## src/design/fpdm_pkg.sv

```systemverilog
// Package for the frequency/period/duty meter: beat payload structs,
// operation and mode codes, fixed field widths. No dependencies.
`default_nettype none

package fpdm_pkg;

  localparam int unsigned TS_W   = 48;
  localparam int unsigned CNT_W  = 32;
  localparam int unsigned GATE_W = 16;

  localparam logic [GATE_W-1:0] GATE_RESET = 16'd1000;

  typedef enum logic [1:0] {
    OP_EDGE = 2'd0,
    OP_TICK = 2'd1,
    OP_ARM  = 2'd2,
    OP_NOP  = 2'd3
  } op_e;

  typedef enum logic [1:0] {
    MODE_IDLE   = 2'd0,
    MODE_COUNT  = 2'd1,
    MODE_PERIOD = 2'd2,
    MODE_DUTY   = 2'd3
  } mode_e;

  localparam logic [1:0] IDX_FIRST  = 2'd0;
  localparam logic [1:0] IDX_SECOND = 2'd1;
  localparam logic [1:0] IDX_THIRD  = 2'd2;

  typedef struct packed {
    logic [1:0]      operation;
    logic [TS_W-1:0] timestamp;
    logic [1:0]      arm_mode;
  } in_item_t;

  typedef struct packed {
    logic [1:0]       mode_now;
    logic             done_res;
    logic [CNT_W-1:0] edges_counted;
    logic [TS_W-1:0]  period_time;
    logic [TS_W-1:0]  high_time;
  } out_item_t;

endpackage

`default_nettype wire

```

## src/design/frequency_period_duty_meter.sv

```systemverilog
// Top level of the frequency/period/duty meter: handshake, gate length
// register, two-entry result buffer. Depends on fpdm_pkg and fpdm_core.
//
//   channel  direction  handshake               payload
//   in       sink       in_valid_i / in_stall_o  in_data_i  (in_item_t)
//   out      source     out_valid_o / out_stall_i out_data_o (out_item_t)
//   cfg      sink       cfg_we_i                cfg_wdata_i (gate length)
//
// One beat per cycle unless in_stall_o is high; each input beat yields one result beat.
// State updates in the cycle a beat is taken; the result sits in an output
// register backed by a skid register, so input is stalled only when both hold.
// Reset clears the measurement state and sets the gate length to 1000.
`default_nettype none

module frequency_period_duty_meter (
  input  wire logic                         clk_i,
  input  wire logic                         rst_ni,
  input  wire logic                         in_valid_i,
  output logic                              in_stall_o,
  input  wire fpdm_pkg::in_item_t           in_data_i,
  output logic                              out_valid_o,
  input  wire logic                         out_stall_i,
  output fpdm_pkg::out_item_t               out_data_o,
  input  wire logic                         cfg_we_i,
  input  wire logic [fpdm_pkg::GATE_W-1:0]  cfg_wdata_i
);
  import fpdm_pkg::*;

  logic [GATE_W-1:0] gate_len_q;
  logic              in_accept;
  logic              out_pop;
  out_item_t         result;
  out_item_t         out_q, skid_q;
  logic              out_valid_q, skid_valid_q;

  assign in_stall_o  = skid_valid_q;
  assign in_accept   = in_valid_i && !skid_valid_q;
  assign out_pop     = out_valid_q && !out_stall_i;
  assign out_valid_o = out_valid_q;
  assign out_data_o  = out_q;

  always_ff @(posedge clk_i or negedge rst_ni) begin
    if (!rst_ni) begin
      gate_len_q <= GATE_RESET;
    end else if (cfg_we_i) begin
      gate_len_q <= cfg_wdata_i;
    end
  end

  fpdm_core u_core (
    .clk_i         (clk_i),
    .rst_ni        (rst_ni),
    .accept_i      (in_accept),
    .item_i        (in_data_i),
    .gate_length_i (gate_len_q),
    .result_o      (result)
  );

  always_ff @(posedge clk_i or negedge rst_ni) begin
    if (!rst_ni) begin
      out_valid_q  <= 1'b0;
      skid_valid_q <= 1'b0;
    end else if (skid_valid_q) begin
      if (out_pop) begin
        skid_valid_q <= 1'b0;
      end
    end else if (in_accept) begin
      if (!out_valid_q || out_pop) begin
        out_valid_q <= 1'b1;
      end else begin
        skid_valid_q <= 1'b1;
      end
    end else if (out_pop) begin
      out_valid_q <= 1'b0;
    end
  end

  always_ff @(posedge clk_i) begin
    if (skid_valid_q) begin
      if (out_pop) begin
        out_q <= skid_q;
      end
    end else if (in_accept) begin
      if (!out_valid_q || out_pop) begin
        out_q <= result;
      end else begin
        skid_q <= result;
      end
    end
  end

`ifndef SYNTHESIS
  a_skid_behind_out: assert property (@(posedge clk_i) disable iff (!rst_ni)
    skid_valid_q |-> out_valid_q) else $error("skid beat without output beat");
  a_skid_fill: assert property (@(posedge clk_i) disable iff (!rst_ni)
    out_valid_q && out_stall_i && !skid_valid_q && in_valid_i |=> skid_valid_q)
    else $error("stalled beat not parked in skid");
  a_skid_drain: assert property (@(posedge clk_i) disable iff (!rst_ni)
    skid_valid_q && !out_stall_i |=> !skid_valid_q && out_valid_q)
    else $error("skid beat not moved to output");
`endif

endmodule

`default_nettype wire

```

## src/design/fpdm_core.sv

```systemverilog
// Measurement state and next-state logic for the meter: one beat per cycle when accept_i is high.
// Depends on fpdm_pkg.
`default_nettype none

module fpdm_core (
  input  wire logic                     clk_i,
  input  wire logic                     rst_ni,
  input  wire logic                     accept_i,
  input  wire fpdm_pkg::in_item_t       item_i,
  input  wire logic [fpdm_pkg::GATE_W-1:0] gate_length_i,
  output fpdm_pkg::out_item_t           result_o
);
  import fpdm_pkg::*;

  mode_e             mode_q, mode_d;
  logic [1:0]        idx_q, idx_d;
  logic [TS_W-1:0]   first_q, first_d;
  logic [CNT_W-1:0]  edges_q, edges_d;
  logic [GATE_W-1:0] gate_q, gate_d;
  logic [TS_W-1:0]   period_q, period_d;
  logic [TS_W-1:0]   high_q, high_d;
  logic              done;

  logic [TS_W-1:0]   ts;
  logic [TS_W-1:0]   elapsed;
  logic [GATE_W-1:0] gate_inc;

  assign ts       = item_i.timestamp;
  assign elapsed  = ts - first_q;
  assign gate_inc = gate_q + GATE_W'(1);

  always_comb begin
    mode_d   = mode_q;
    idx_d    = idx_q;
    first_d  = first_q;
    edges_d  = edges_q;
    gate_d   = gate_q;
    period_d = period_q;
    high_d   = high_q;
    done     = 1'b0;
    unique case (op_e'(item_i.operation))
      OP_EDGE: begin
        unique case (mode_q)
          MODE_COUNT: edges_d = edges_q + CNT_W'(1);
          MODE_PERIOD: begin
            if (idx_q == IDX_FIRST) begin
              first_d = ts;
              idx_d   = IDX_SECOND;
            end else begin
              period_d = elapsed;
              mode_d   = MODE_IDLE;
              idx_d    = IDX_FIRST;
              done     = 1'b1;
            end
          end
          MODE_DUTY: begin
            if (idx_q == IDX_FIRST) begin
              first_d = ts;
              idx_d   = IDX_SECOND;
            end else if (idx_q == IDX_SECOND) begin
              high_d = elapsed;
              idx_d  = IDX_THIRD;
            end else begin
              period_d = elapsed;
              mode_d   = MODE_IDLE;
              idx_d    = IDX_FIRST;
              done     = 1'b1;
            end
          end
          default: idx_d = IDX_FIRST;
        endcase
      end
      OP_TICK: begin
        if (mode_q == MODE_COUNT) begin
          gate_d = gate_inc;
          if (gate_inc >= gate_length_i) begin
            mode_d = MODE_IDLE;
            gate_d = '0;
            done   = 1'b1;
          end
        end
      end
      OP_ARM: begin
        mode_d  = mode_e'(item_i.arm_mode);
        idx_d   = IDX_FIRST;
        edges_d = '0;
        gate_d  = '0;
      end
      default: ;
    endcase
  end

  always_comb begin
    result_o.mode_now      = mode_d;
    result_o.done_res      = done;
    result_o.edges_counted = edges_d;
    result_o.period_time   = period_d;
    result_o.high_time     = high_d;
  end

  always_ff @(posedge clk_i or negedge rst_ni) begin
    if (!rst_ni) begin
      mode_q   <= MODE_IDLE;
      idx_q    <= IDX_FIRST;
      first_q  <= '0;
      edges_q  <= '0;
      gate_q   <= '0;
      period_q <= '0;
      high_q   <= '0;
    end else if (accept_i) begin
      mode_q   <= mode_d;
      idx_q    <= idx_d;
      first_q  <= first_d;
      edges_q  <= edges_d;
      gate_q   <= gate_d;
      period_q <= period_d;
      high_q   <= high_d;
    end
  end

`ifndef SYNTHESIS
  a_idx_range: assert property (@(posedge clk_i) disable iff (!rst_ni)
    idx_q != 2'd3) else $error("capture index out of range");
  a_idx_third_duty: assert property (@(posedge clk_i) disable iff (!rst_ni)
    idx_q == IDX_THIRD |-> mode_q == MODE_DUTY) else $error("third edge outside duty mode");
  a_done_idle: assert property (@(posedge clk_i) disable iff (!rst_ni)
    accept_i && done |-> mode_d == MODE_IDLE) else $error("done without return to idle");
  a_arm_mode: assert property (@(posedge clk_i) disable iff (!rst_ni)
    accept_i && item_i.operation == OP_ARM |=> mode_q == $past(item_i.arm_mode))
    else $error("arm did not load mode");
`endif

endmodule

`default_nettype wire

```

## config.mk

```make
export PLATFORM = sky130hd
export DESIGN_NAME = frequency_period_duty_meter
export DESIGN_NICKNAME = d
export VERILOG_FILES = /design/src/design/fpdm_pkg.sv /design/src/design/frequency_period_duty_meter.sv /design/src/design/fpdm_core.sv
export SDC_FILE = /design/constraint.sdc
export NUM_CORES = 1
export LEC_CHECK = 0
export BUFFER_PORTS_ARGS = -buffer_cell sky130_fd_sc_hd__buf_2
export CAP_MARGIN = 20
export CORE_ASPECT_RATIO = 1.1
export CORE_MARGIN = 2
export CORE_UTILIZATION = 60
export DETAILED_ROUTE_END_ITERATION = 8
export PLACE_DENSITY = 0.82
export SLEW_MARGIN = 20
export SYNTH_ARGS = -nofsm -noshare
export SYNTH_HDL_FRONTEND = slang
export SYNTH_SLANG_ARGS = --single-unit
```

## constraint.sdc

```tcl
create_clock -name clk_i -period 11.4 [get_ports clk_i]
set_clock_uncertainty 0.2 [all_clocks]
set_input_delay 1.14 -clock clk_i [delete_from_list [all_inputs] [get_ports clk_i]]
set_output_delay 1.14 -clock clk_i [all_outputs]
set_load 0.02 [all_outputs]
```

[Word level (Yosys, flattened, before mapping)]
Cells that the tools add are included.
Storage, ports and cells
  bits in registers: 476
  word-level logic and storage cells: 100
Operators by class
  add/subtract/negate cells: 3
  $lt $le $gt $ge: 1
  equality and inequality tests: 10
  multiplexer cells: 44
  bitwise gates (word level): 2
  reduce and logical (&&, ||, !) cells: 20
Operators by type and width (count)
  2-to-1 mux 131 bit: 4
  2-to-1 mux 48 bit: 8
  one-hot mux 48 bit (2 select lines): 1
  one-hot mux 32 bit (2 select lines): 1
  subtractor 48 bit: 1
  adder 32 x 1 -> 32 bit, second input constant: 1
  2-to-1 mux 16 bit: 2
  2-to-1 mux 32 bit: 1
  one-hot mux 16 bit (2 select lines): 1
  adder 16 x 1 -> 16 bit, second input constant: 1
  >= comparator 16 bit: 1
  AND reduction 3 bit: 5
  2-to-1 mux 2 bit: 7
  2-to-1 mux 1 bit: 13
  one-hot mux 2 bit (3 select lines): 2
  nonzero test 2 bit: 5
  one-hot mux 2 bit (2 select lines): 2
  equality test 2 x 1 -> 1 bit, second input constant: 3
  equality test 2 bit, second input constant: 3
  zero test 2 bit: 2
  inequality test 2 x 1 -> 1 bit, second input constant: 2
  inequality test 2 bit, second input constant: 2
  one-hot mux 1 bit (2 select lines): 2
  AND reduction 4 bit: 1
  5 further kinds: 9

[Logic depth before layout (Yosys ltp)]
Gate-level depths: netlist of the first run.
  depth in word-level cells: 8
  depth in mapped cells: 18
  gate-level depth less buffers: 16

[Hierarchy]
Synthesis of the first run repeated with hierarchy kept, for this count alone.
Second synthesis, totals
  cells, all modules: 2054
  area, all modules: 23701.5 um2
Modules (own cells, without submodules)
  fpdm_core: instances 1, cells an instance 1599, area an instance 13361.6 um2, sequential area each 4904.7 um2
  frequency_period_duty_meter: instances 1, cells an instance 455, area an instance 10339.9 um2, sequential area each 8325.5 um2

[Least setup slack after synthesis of the first run]
OpenSTA, ideal clock, no wires.
  kind: input to register
  start: input in_valid_i
  end: register out_q (netlist bit out_data_o[0]) (enable)
  library setup time: 0.665 ns
  arrival time: 8.326 ns
  required time: 10.535 ns
  path slack: 2.209 ns
  cell stages on the path: 5
  buffers on the path: 2
  cells stage by stage: nor2b_1 -> buf_1 -> clkbuf_1 -> a21oi_1 -> a21oi_1
Between the ends
  longest elaborated chain between the ends: 3
RTL lines
  from (decl): RTL line frequency_period_duty_meter.sv:18  | input wire logic in_valid_i,
  logical AND 1 bit: RTL line frequency_period_duty_meter.sv:37  | assign in_accept = in_valid_i && !skid_valid_q;
  nonzero test 2 bit (no line)
  AND reduction 3 bit (no line)
  to (signal assigned): RTL line frequency_period_duty_meter.sv:81  | out_q <= skid_q;
  to (signal assigned): RTL line frequency_period_duty_meter.sv:85  | out_q <= result;
  to (decl): RTL line frequency_period_duty_meter.sv:33  | out_item_t out_q, skid_q;
Every way passes these cells.
A chain may end at the register's enable or synchronous reset.

==> impl_metrics.json, run 1 <==
{
  "hold_path_depth": 2,
  "synth-edff-count": 262,
  "leakage_nw": 11.7,
  "crit_required_ns": 11.50,
  "worstMarginPinSlew_ns": 1.10,
  "nets": 2448,
  "netlist_instances": 2150,
  "clk_latency_ns": 0.56,
  "dp_hpwl_mm": 35.6,
  "portBuffers": 205,
  "yosys_most_used_dff": "edfxtp_1",
  "finalInstanceArea_mm2": 0.0263,
  "holdBufCountCts": 0,
  "ys_ff_latch": 476,
  "synth_top_cell_by_area": "edfxtp_1",
  "finalCriticalPeriod_ns": 4.71,
  "seq_area_mm2": 0.0132,
  "clkSinkCount": 476,
  "ant_nets": 0,
  "path_clk_slew_ns": 0.06,
  "die_area_mm2": 0.0405,
  "die_y_um": 211,
  "grt_overflow_total": 0,
  "synth_seq_area_share_pct": 56.6,
  "busiest_layer": "met2",
  "wl_per_cell_um": 19.0,
  "n_fill_cell": 2771,
  "track_usage_pct": 27.1,
  "multi_input_area_mm2": 0.00933,
  "globalplace.congestion": 0.921,
  "reg2reg_from": "u_core.gate_q[0]",
  "synth_common_cells": "nand2_1, edfxtp_1, dfrtp_1, o21ai_0, mux2_2",
  "setup_violations": 0,
  "crit_fanout": 12,
  "gr-usage-met2_pct": 45.5,
  "remaining_drc_errors": 0,
  "avgSynthCellArea_um2": 10.9,
  "final_max_slew_viol_count": 0,
  "hold_viol_final": 0,
  "die_w_um": 192,
  "grt_max_degree": 112,
  "hold_start": "u_core.high_q[19]",
  "arrival_ns": 4.82,
  "critPathKind": "flip-flop to flip-flop",
  "status": "completed",
  "rsz0062_at_grt": "false",
  "dr.pass1.iters": 5,
  "r2r_slack_ns": 6.69,
  "grt_use_met3_pct": 3.94,
  "syn_nets": 2289,
  "crit_path_start_kind": "flip-flop",
  "cts_root_buffer": "clkbuf_16",
  "ir_drop_uv": 230,
  "grt_pass1_vias": 16645,
  "cts_made_buffers": 47,
  "grt_pass1_wl_mm": 86.5,
  "cts_resized": 0,
  "drive_gt1_share_pct": 21.4,
  "synthesis.area_mm2": 0.0234,
  "cts_setup_buffers": 0,
  "cts_max_path_buffers": 3,
  "synth_top_area_share_pct": 33.7,
  "drv_cap": 0,
  "finalSetupTns_ns": 0,
  "min_to": "u_core.high_q[19]",
  "min_path_type": "flip-flop to flip-flop",
  "drt-vias-per-instance": 5.90,
  "placementRows": 75,
  "routed_wl_mm": 54.1,
  "via_count": 16813,
  "max_slew_margin_pct": 26.3,
  "htreeDepth": 2,
  "reg2reg_to": "out_data_o[128]",
  "grt_util_met1_pct": 35.4,
  "core_mm2": 0.0383,
  "reg2regPathDepth": 15,
  "drt_iter0_drc": 1504,
  "areaGrowthSynthToFinish_pct": 12.8,
  "place_area_mm2": 0.0248,
  "antenna_found_initial": 2,
  "initial_core_util_pct": 61.0,
  "synthTopCellsByArea": "edfxtp_1, dfrtp_1, mux2_2",
  "yosysUniqueCellTypes": 82,
  "end_kind": "flip-flop",
  "synth_most_common_cell": "nand2_1",
  "holdWs_ns": 0.273,
  "ios": 206,
  "yosysWarningCount": 0,
  "crit_start": "u_core.gate_q[0]",
  "fin_crit_sh_pct": 41.4,
  "async_reset_ff_share_pct": 45.0,
  "p_per_area_mw_per_mm2": 251,
  "cts_tree": "built",
  "max_clock_freq_mhz": 212
}
## cell families after synthesis
logic type      after synthesis  share of synthesized area, %
xor+xnor                     82                          3.14
compound gates              446                          12.0
mux                         165                          7.95
buf+inv                     226                          3.71
fa+ha+maj                    66                          3.57
simple gates                689                          13.0
flops                       476                          56.6
## registers in the layout (all words and copies together) (netlist names)
signal	flops
gate_len_q	16
in_stall_o	1
out_data_o	131
out_valid_o	1
skid_q	131
u_core.edges_q	32
u_core.first_q	48
u_core.gate_q	16
u_core.high_q	48
u_core.idx_q	2
u_core.mode_q	2
u_core.period_q	48
## through the flow
stage / utilization, % / power [mW] / instances / setup WS, ns
2_1_floorplan: - / 4.39 / 2150 / 2.21
3_3_place_gp: 64.7 / 4.98 / 2759 / 6.81
3_5_place_dp: 64.7 / 5.07 / 2759 / 6.66
4_1_cts: 68.7 / 6.63 / 2846 / 6.77
5_1_grt: 68.8 / 6.97 / 2848 / 6.38
6_report: 68.8 / 6.60 / 2850 / 6.69
## critical path, cell delays in order, from the launching register on
cell and delay [ns]:
dfrtp_1 0.44, ha_1 0.27, nand3_1 0.14, or2_2 0.38, nor2b_1 0.31, nand2_1 0.10
nor2_1 0.14, xnor2_1 0.18, ha_1 0.29, nand4_1 0.10, a211oi_1 0.07, o31a_1 0.12
a2111oi_0 0.60, o21a_1 0.54, o21ai_0 0.24, mux2_2 0.34
## worst max-delay path by stage
stage	depth (start not counted)	endpoint	slack, ns
3_5_place_dp	14	skid_q[42]	6.66
5_1_grt	15	out_data_o[128]	6.38
4_1_cts	15	out_data_o[128]	6.77
2_1_floorplan	5	out_data_o[0]	2.21
3_3_place_gp	14	skid_q[90]	6.81
6_report	15	out_data_o[128]	6.69
## layer usage
layer | wire length [um] | vias to the layer above
li1 | - | 7904
met1 | 21800 | 8169
met5 | 15 | -
met4 | 2080 | 2
met3 | 3380 | 116
met2 | 26800 | 622
## layout by cell type (no fill, tap or decap), drive strengths merged, types with 7 or more instances in the layout
cell type	synthesis	routed
a211oi	11	11
a21o	46	46
a21oi	71	71
a221o	7	7
a31oi	20	20
a32o	11	11
and2	9	9
and3	31	31
buf	20	222
clkbuf	92	68
clkinv	0	13
dfrtp	208	208
edfxtp	262	262
ha	65	65
inv	114	114
mux2	159	159
nand2	434	434
nand2b	19	19
nand3	31	31
nand4	23	23
nor2	67	67
nor2b	9	9
nor3	16	16
o21ai	214	214
o21bai	11	11
o31ai	14	14
or2	22	22
or3	13	13
xnor2	50	50
xor2	32	32
## power by group
group	internal (mW)	switching, mW
sequential	2.40	0.205
clock	0.892	0.641
combinational	0.857	1.61
total	4.15	2.45
## cell type report
cell class / count / share of cell area (%)
tap: 500 / 2.37
timing repair buffer: 222 / 4.51
clock buffer: 68 / 5.12
clock inverter: 19 / 0.679
multi-input combinational: 1448 / 35.4
inverter: 114 / 1.63
antenna: 3 / 0.0285
sequential: 476 / 50.2
No activity file was read; power rests on OpenSTA's default activity.
==> run 2: changes to the inputs <==
- clock period: 11.4 -> 4.4 ns (I/O delays scaled with it)
==> impl_metrics.json, run 2 (same netlist as run 1, synthesis figures left out) <==
{
  "status": "completed",
  "max_slew_margin_pct": 31.6,
  "placed_cells": 2764,
  "leakage_nw": 12.1,
  "comb_power_share_pct": 36.7,
  "dp_hpwl_mm": 36.6,
  "critPathKind": "flip-flop to flip-flop",
  "remaining_drc_errors": 0,
  "fin_crit_sh_pct": 94.2,
  "grt_pass1_vias": 17260,
  "r2r_slack_ns": 0.25,
  "end_kind": "flip-flop",
  "die_y_um": 211,
  "reg2reg_from": "u_core.gate_q[0]",
  "rsz0062_at_grt": "false",
  "via_count": 17176,
  "hold_viol_final": 0,
  "drt-vias-per-instance": 5.88,
  "setup_violations": 0,
  "critical-path-max-stage-delay_ns": 0.52,
  "ios": 206,
  "final_max_slew_viol_count": 0,
  "wl_per_cell_um": 19.2,
  "pwr-share-seq_pct": 38.7,
  "final_common_cell": "nand2_1",
  "min_path_type": "input port to flip-flop",
  "finalCriticalPeriod_ns": 4.15,
  "grt_pass1_wl_mm": 90.2,
  "internal-power_mw": 11.1,
  "reg2regPathDepth": 15,
  "initial_core_util_pct": 61.0,
  "ir_drop_uv": 422,
  "cts_made_buffers": 47,
  "die_w_um": 192,
  "globalplace.congestion": 0.916,
  "portBuffers": 205,
  "worstMarginPinSlew_ns": 1.02,
  "areaGrowthSynthToFinish_pct": 16.6,
  "power_frac_clock_pct": 24.6,
  "max_clock_freq_mhz": 241,
  "drt_iter0_drc": 1265,
  "arrival_ns": 4.26,
  "grt_overflow_total": 0,
  "core_mm2": 0.0383,
  "crit_path_start_kind": "flip-flop",
  "die_area_mm2": 0.0405,
  "antenna_found_initial": 2,
  "finalInstanceArea_mm2": 0.0272,
  "p_sw_share_pct": 36.8,
  "switchingPower_mw": 6.48,
  "final_cell_mix": "nand2_1, edfxtp_1, dfrtp_1, buf_2, o21ai_0",
  "hold_start": "in_data_i[0]",
  "cp_common_cell": "ha_1",
  "ant_nets": 0,
  "hold_path_depth": 3,
  "clkSinkCount": 476,
  "nets": 2521,
  "min_to": "u_core.mode_q[0]",
  "cts_root_buffer": "clkbuf_16",
  "finalSetupTns_ns": 0,
  "path_clk_slew_ns": 0.06,
  "crit_chain": "ha_1 -> nand3_1 -> or2_2 -> nor2b_1 -> nand2_1 -> nor2_1 -> xnor2_1 -> ha_1 -> nand4_1 -> a211oi_1 -> o31a_1 -> a2111oi_1 -> o21a_1 -> o21ai_0 -> mux2_2",
  "crit_required_ns": 4.51,
  "cp_slowest_cell": "a2111oi_1",
  "dr.pass1.iters": 5,
  "cts_max_path_buffers": 3,
  "p_per_area_mw_per_mm2": 646,
  "placementRows": 75,
  "crit_fanout": 6,
  "drive_gt1_share_pct": 21.3,
  "drv_cap": 0,
  "track_usage_pct": 28.1,
  "cts_tree": "built",
  "htreeDepth": 2,
  "clk_latency_ns": 0.56,
  "reg2reg_to": "out_data_o[128]",
  "grt_max_degree": 125,
  "stdcell_count": 2921,
  "place_area_mm2": 0.0249,
  "routed_wl_mm": 56.1
}
run 2: changes by cell type in the layout (fill, tap and decap cells not counted), moves of 2 or more:
cell / delta
clkbuf_1: -11
clkinv_1: +3
bufinv_16: +7
clkinv_2: +4
buf_12: +5
buf_4: +2
dlygate4sd3_1: +67
clkinv_4: -2
clkbuf_8: -2
run 2: power groups by stage:
stage / clock (mW) / sequential [mW] / combinational [mW]
5_1_grt: 4.55 / 6.92 / 7.05
2_1_floorplan: 0 / 7.39 / 3.88
6_report: 4.34 / 6.81 / 6.46
3_5_place_dp: 0 / 6.86 / 6.32
3_3_place_gp: 0 / 6.80 / 6.12
4_1_cts: 4.38 / 6.79 / 6.43
run 2: worst max-delay path by stage:
stage | startpoint | end | slack, ns | depth (start not counted)
after global routing | u_core.gate_q[0] | out_data_o[128] | 0.02 | 15
after CTS | u_core.gate_q[0] | u_core.gate_q[2] | 0.13 | 16
after detailed placement | u_core.gate_q[0] | u_core.gate_q[2] | 0.15 | 16
final | u_core.gate_q[0] | out_data_o[128] | 0.25 | 15
after global placement | u_core.gate_q[0] | u_core.gate_q[11] | 0.37 | 16
after floorplan | in_stall_o | out_data_o[0] | 0.21 | 5
run 2: repair_timing:
| action | 4_1_cts | 5_1_grt |
|---|---|---|
| hold buffers | 67 | 0 |
| buffers inserted | 0 | 1 |
| endpoints found under the hold margin | 183 | 0 |
| endpoints found under the setup margin | 0 | 8 |
| resized for setup | 0 | 1 |
run 2: layout make-up:
cell class	count	area (um^2)
clock inverters	32	410
flip-flops and latches	476	13200
diodes	2	5.00
multi-input cells	1448	9330
repair buffers	295	1960
inverters	114	430
fillers	2666	11000
clock buffers	54	1250
well taps	500	626
run 2: per-layer routing:
metal | up-vias | share of wire (%) | GRT usage (%)
met1 | 8436 | 40 | 36.4
met3 | 90 | 5.6 | 3.62
met5 | - | 0 | 0
met4 | 0 | 2.6 | 8.79
met2 | 602 | 51 | 49.2
li1 | 8048 | - | -
run 2: worst max-delay path: cells and delay by family, from the launching register on:
family          cells  cell delay [ns]
mux                 1             0.28
flops               1             0.43
compound gates      5             1.09
xor+xnor            1             0.18
simple gates        6             1.17
fa+ha+maj           2             0.54
run 2: per-stage QoR:
step                      power, mW  worst slack (ns)  util, %  hold slack (ns)
after global placement         12.9             0.372     65.0            0.253
after floorplan                11.3             0.205        -          -0.0556
after detailed placement       13.2             0.152     65.0            0.259
after global routing           18.5            0.0156     71.2           0.0405
after CTS                      17.6             0.127     71.1           0.0102
final                          17.6             0.254     71.2           0.0278
==> run 3: changes to the inputs <==
- BUFFER_PORTS_ARGS: -buffer_cell sky130_fd_sc_hd__buf_2 -> -buffer_cell sky130_fd_sc_hd__buf_4
- SYNTH_HIERARCHICAL: default -> 1
==> impl_metrics.json, run 3 <==
{
  "status": "completed",
  "max_slew_margin_pct": 31.6,
  "synth_common_cells": "nand2_1, edfxtp_1, dfrtp_1, o21ai_0, mux2_2",
  "cts_setup_buffers": 0,
  "multi_input_area_mm2": 0.00972,
  "cts_made_buffers": 47,
  "antenna_found_initial": 1,
  "power_frac_clock_pct": 20.9,
  "crit_chain": "dlygate4sd3_1 -> buf_4 -> ha_1 -> a21oi_1 -> and2_1 -> nor4bb_1 -> a2111oi_2 -> o2111ai_1 -> a21oi_1 -> nor3_1 -> o31ai_1 -> mux2_2",
  "avgSynthCellArea_um2": 11.5,
  "pwr-share-seq_pct": 37.3,
  "path_clk_slew_ns": 0.06,
  "cp_slowest_cell": "nor4bb_1",
  "crit_path_start_kind": "input port",
  "ios": 206,
  "yosys_most_used_dff": "edfxtp_1",
  "track_usage_pct": 27.7,
  "holdWs_ns": 0.0915,
  "remaining_drc_errors": 0,
  "globalplace.congestion": 0.915,
  "syn_nets": 2193,
  "fin_crit_sh_pct": 94.6,
  "internal-power_mw": 11.9,
  "crit_required_ns": 4.52,
  "preCtsSetupSlack_ns": 0.113,
  "drt-vias-per-instance": 6.02,
  "synth_compound_area_share_pct": 11.2,
  "ir_drop_uv": 1380,
  "synth_fa_ha_area_share_pct": 3.52,
  "leakage_nw": 11.8,
  "clk_latency_ns": 0.57,
  "fin_ws_ns": 0.236,
  "p_per_area_mw_per_mm2": 683,
  "critPathKind": "input port to flip-flop",
  "yosysWarningCount": 6,
  "finalSetupTns_ns": 0,
  "cts_root_buffer": "clkbuf_16",
  "synth-edff-count": 262,
  "netlist_instances": 2054,
  "wl_per_cell_um": 20.0,
  "final_cell_mix": "nand2_1, edfxtp_1, buf_4, dfrtp_1, o21ai_0",
  "min_path_type": "input port to flip-flop",
  "p_sw_share_pct": 37.7,
  "grt_pass1_vias": 16987,
  "dr.pass1.iters": 6,
  "async_reset_ff_share_pct": 45.0,
  "synth_top_cell_by_area": "edfxtp_1",
  "cts_tree": "built",
  "arrival_ns": 4.28,
  "final_max_slew_viol_count": 0,
  "yosysUniqueCellTypes": 82,
  "die_area_mm2": 0.0411,
  "cts_max_path_buffers": 3,
  "drv_cap": 0,
  "drt_iter0_drc": 1443,
  "end_kind": "flip-flop",
  "routed_wl_mm": 57.0,
  "synth_most_common_cell": "nand2_1",
  "synthesis.area_mm2": 0.0237,
  "dp_hpwl_mm": 38.0,
  "synth_xor_area_share_pct": 2.77,
  "core_mm2": 0.0391,
  "grt_max_degree": 136,
  "die_y_um": 212,
  "worstMarginPinSlew_ns": 1.02,
  "cp_common_cell": "a21oi_1",
  "initial_core_util_pct": 60.6,
  "setup_violations": 0,
  "ys_ff_latch": 476,
  "seq_area_mm2": 0.0132,
  "nets": 2444,
  "synth_top_family_by_area": "multiplexers",
  "rsz0062_at_grt": "false",
  "portBuffers": 205,
  "n_fill_cell": 2686,
  "clkSinkCount": 476,
  "drive_gt1_share_pct": 24.8,
  "synth_seq_area_share_pct": 55.8,
  "synthSimpleGateAreaFrac_pct": 11.3,
  "n_antenna_cell": 0,
  "critical-path-max-stage-delay_ns": 0.55,
  "areaGrowthSynthToFinish_pct": 18.0,
  "crit_fanout": 9,
  "synth_top_area_share_pct": 33.2,
  "hold_viol_final": 0,
  "synth.area.mux_share_pct": 11.9,
  "final_common_cell": "nand2_1",
  "max_clock_freq_mhz": 240,
  "placementRows": 76,
  "grt_pass1_wl_mm": 91.7,
  "ant_nets": 0,
  "switchingPower_mw": 7.20,
  "finalCriticalPeriod_ns": 4.16,
  "comb_power_share_pct": 41.8,
  "htreeDepth": 2,
  "via_count": 17160,
  "die_w_um": 194,
  "synthTopCellsByArea": "edfxtp_1, dfrtp_1, mux2_2",
  "grt_overflow_total": 0
}
## run 3: changes by cell type in the layout (fill, tap and decap cells not counted), moves of 31 or more
cell	delta
buf_2	-204
buf_4	+220
nand2_1	-159
inv_1	-31
mux2_4	+45
nor2_1	+31
## run 3: power groups by stage
stage,Clock (mW),Combinational (mW),Sequential (mW)
6_report,3.99,7.99,7.12
5_1_grt,4.22,8.64,7.25
4_1_cts,4.06,7.89,7.12
3_5_place_dp,0,7.75,7.19
3_3_place_gp,0,7.54,7.13
2_1_floorplan,0,4.48,7.74
## run 3: through the flow
| step | power [mW] | area [um^2] | std cells | utilization [%] |
|---|---|---|---|---|
| CTS | 19.1 | 27900 | 2851 | 71.5 |
| detailed placement | 14.9 | 25700 | 2695 | 65.9 |
| finish | 19.1 | 28000 | 2851 | 71.6 |
| global placement | 14.7 | 25700 | 2695 | 65.9 |
| floorplan | 12.2 | 23700 | 2054 | - |
| global route | 20.1 | 28000 | 2851 | 71.6 |
## run 3: layout make-up
type / count / share of cell area (%)
Sequential cell: 476 / 47.3
Tap cell: 507 / 2.27
Clock inverter: 28 / 0.912
Inverter: 84 / 1.13
Multi-Input combinational cell: 1386 / 34.7
Clock buffer: 60 / 4.53
Timing Repair Buffer: 310 / 9.13
## run 3: worst max-delay path, delay by kind of cell
| kind | cells | cell delay (ns) |
|---|---|---|
| adders and majority gates | 1 | 0.41 |
| buffers and inverters | 2 | 0.67 |
| muxes | 1 | 0.29 |
| and+or+nand+nor | 3 | 1.25 |
| AOI/OAI and AO/OA | 5 | 1.20 |
## run 3: cells by family (layout without fill, tap and decap cells)
family | Yosys count | after routing
AND/OR/NAND/NOR | 574 | 574
flip-flops | 476 | 476
XOR/XNOR | 75 | 75
multiplexers | 236 | 236
adder cells (fa/ha/maj) | 66 | 66
AO/OA/AOI/OAI | 435 | 435
buffers and inverters | 192 | 482
## run 3: worst paths after layout
check / startpoint / slack, ns / to / depth (start not counted)
min in group asynchronous: rst_ni / 0.34 / u_core/gate_q[6] / 2
max in group asynchronous: rst_ni / 2.59 / u_core/high_q[31] / 3
max reg2reg: u_core/gate_q[0] / 0.39 / out_data_o[129] / 15
min reg2reg: u_core/high_q[24] / 0.28 / u_core/high_q[24] / 2
max: in_data_i[11] / 0.24 / out_data_o[43] / 12
min: in_data_i[51] / 0.09 / u_core/mode_q[1] / 3
## run 3: what timing repair did
| item | CTS | global route |
|---|---|---|
| resized for setup | 0 | 10 |
| hold buffers | 68 | 0 |
| setup endpoints to repair | 0 | 15 |
| hold endpoints to repair | 161 | 0 |
## run 3: per-layer routing
layer	global-route usage (%)	share of wire, %	vias to the layer above
met2	44.9	47	695
met1	39.1	43	8386
met4	8.87	2.9	0
met5	0	0	-
met3	3.90	6.7	108
li1	-	-	7971
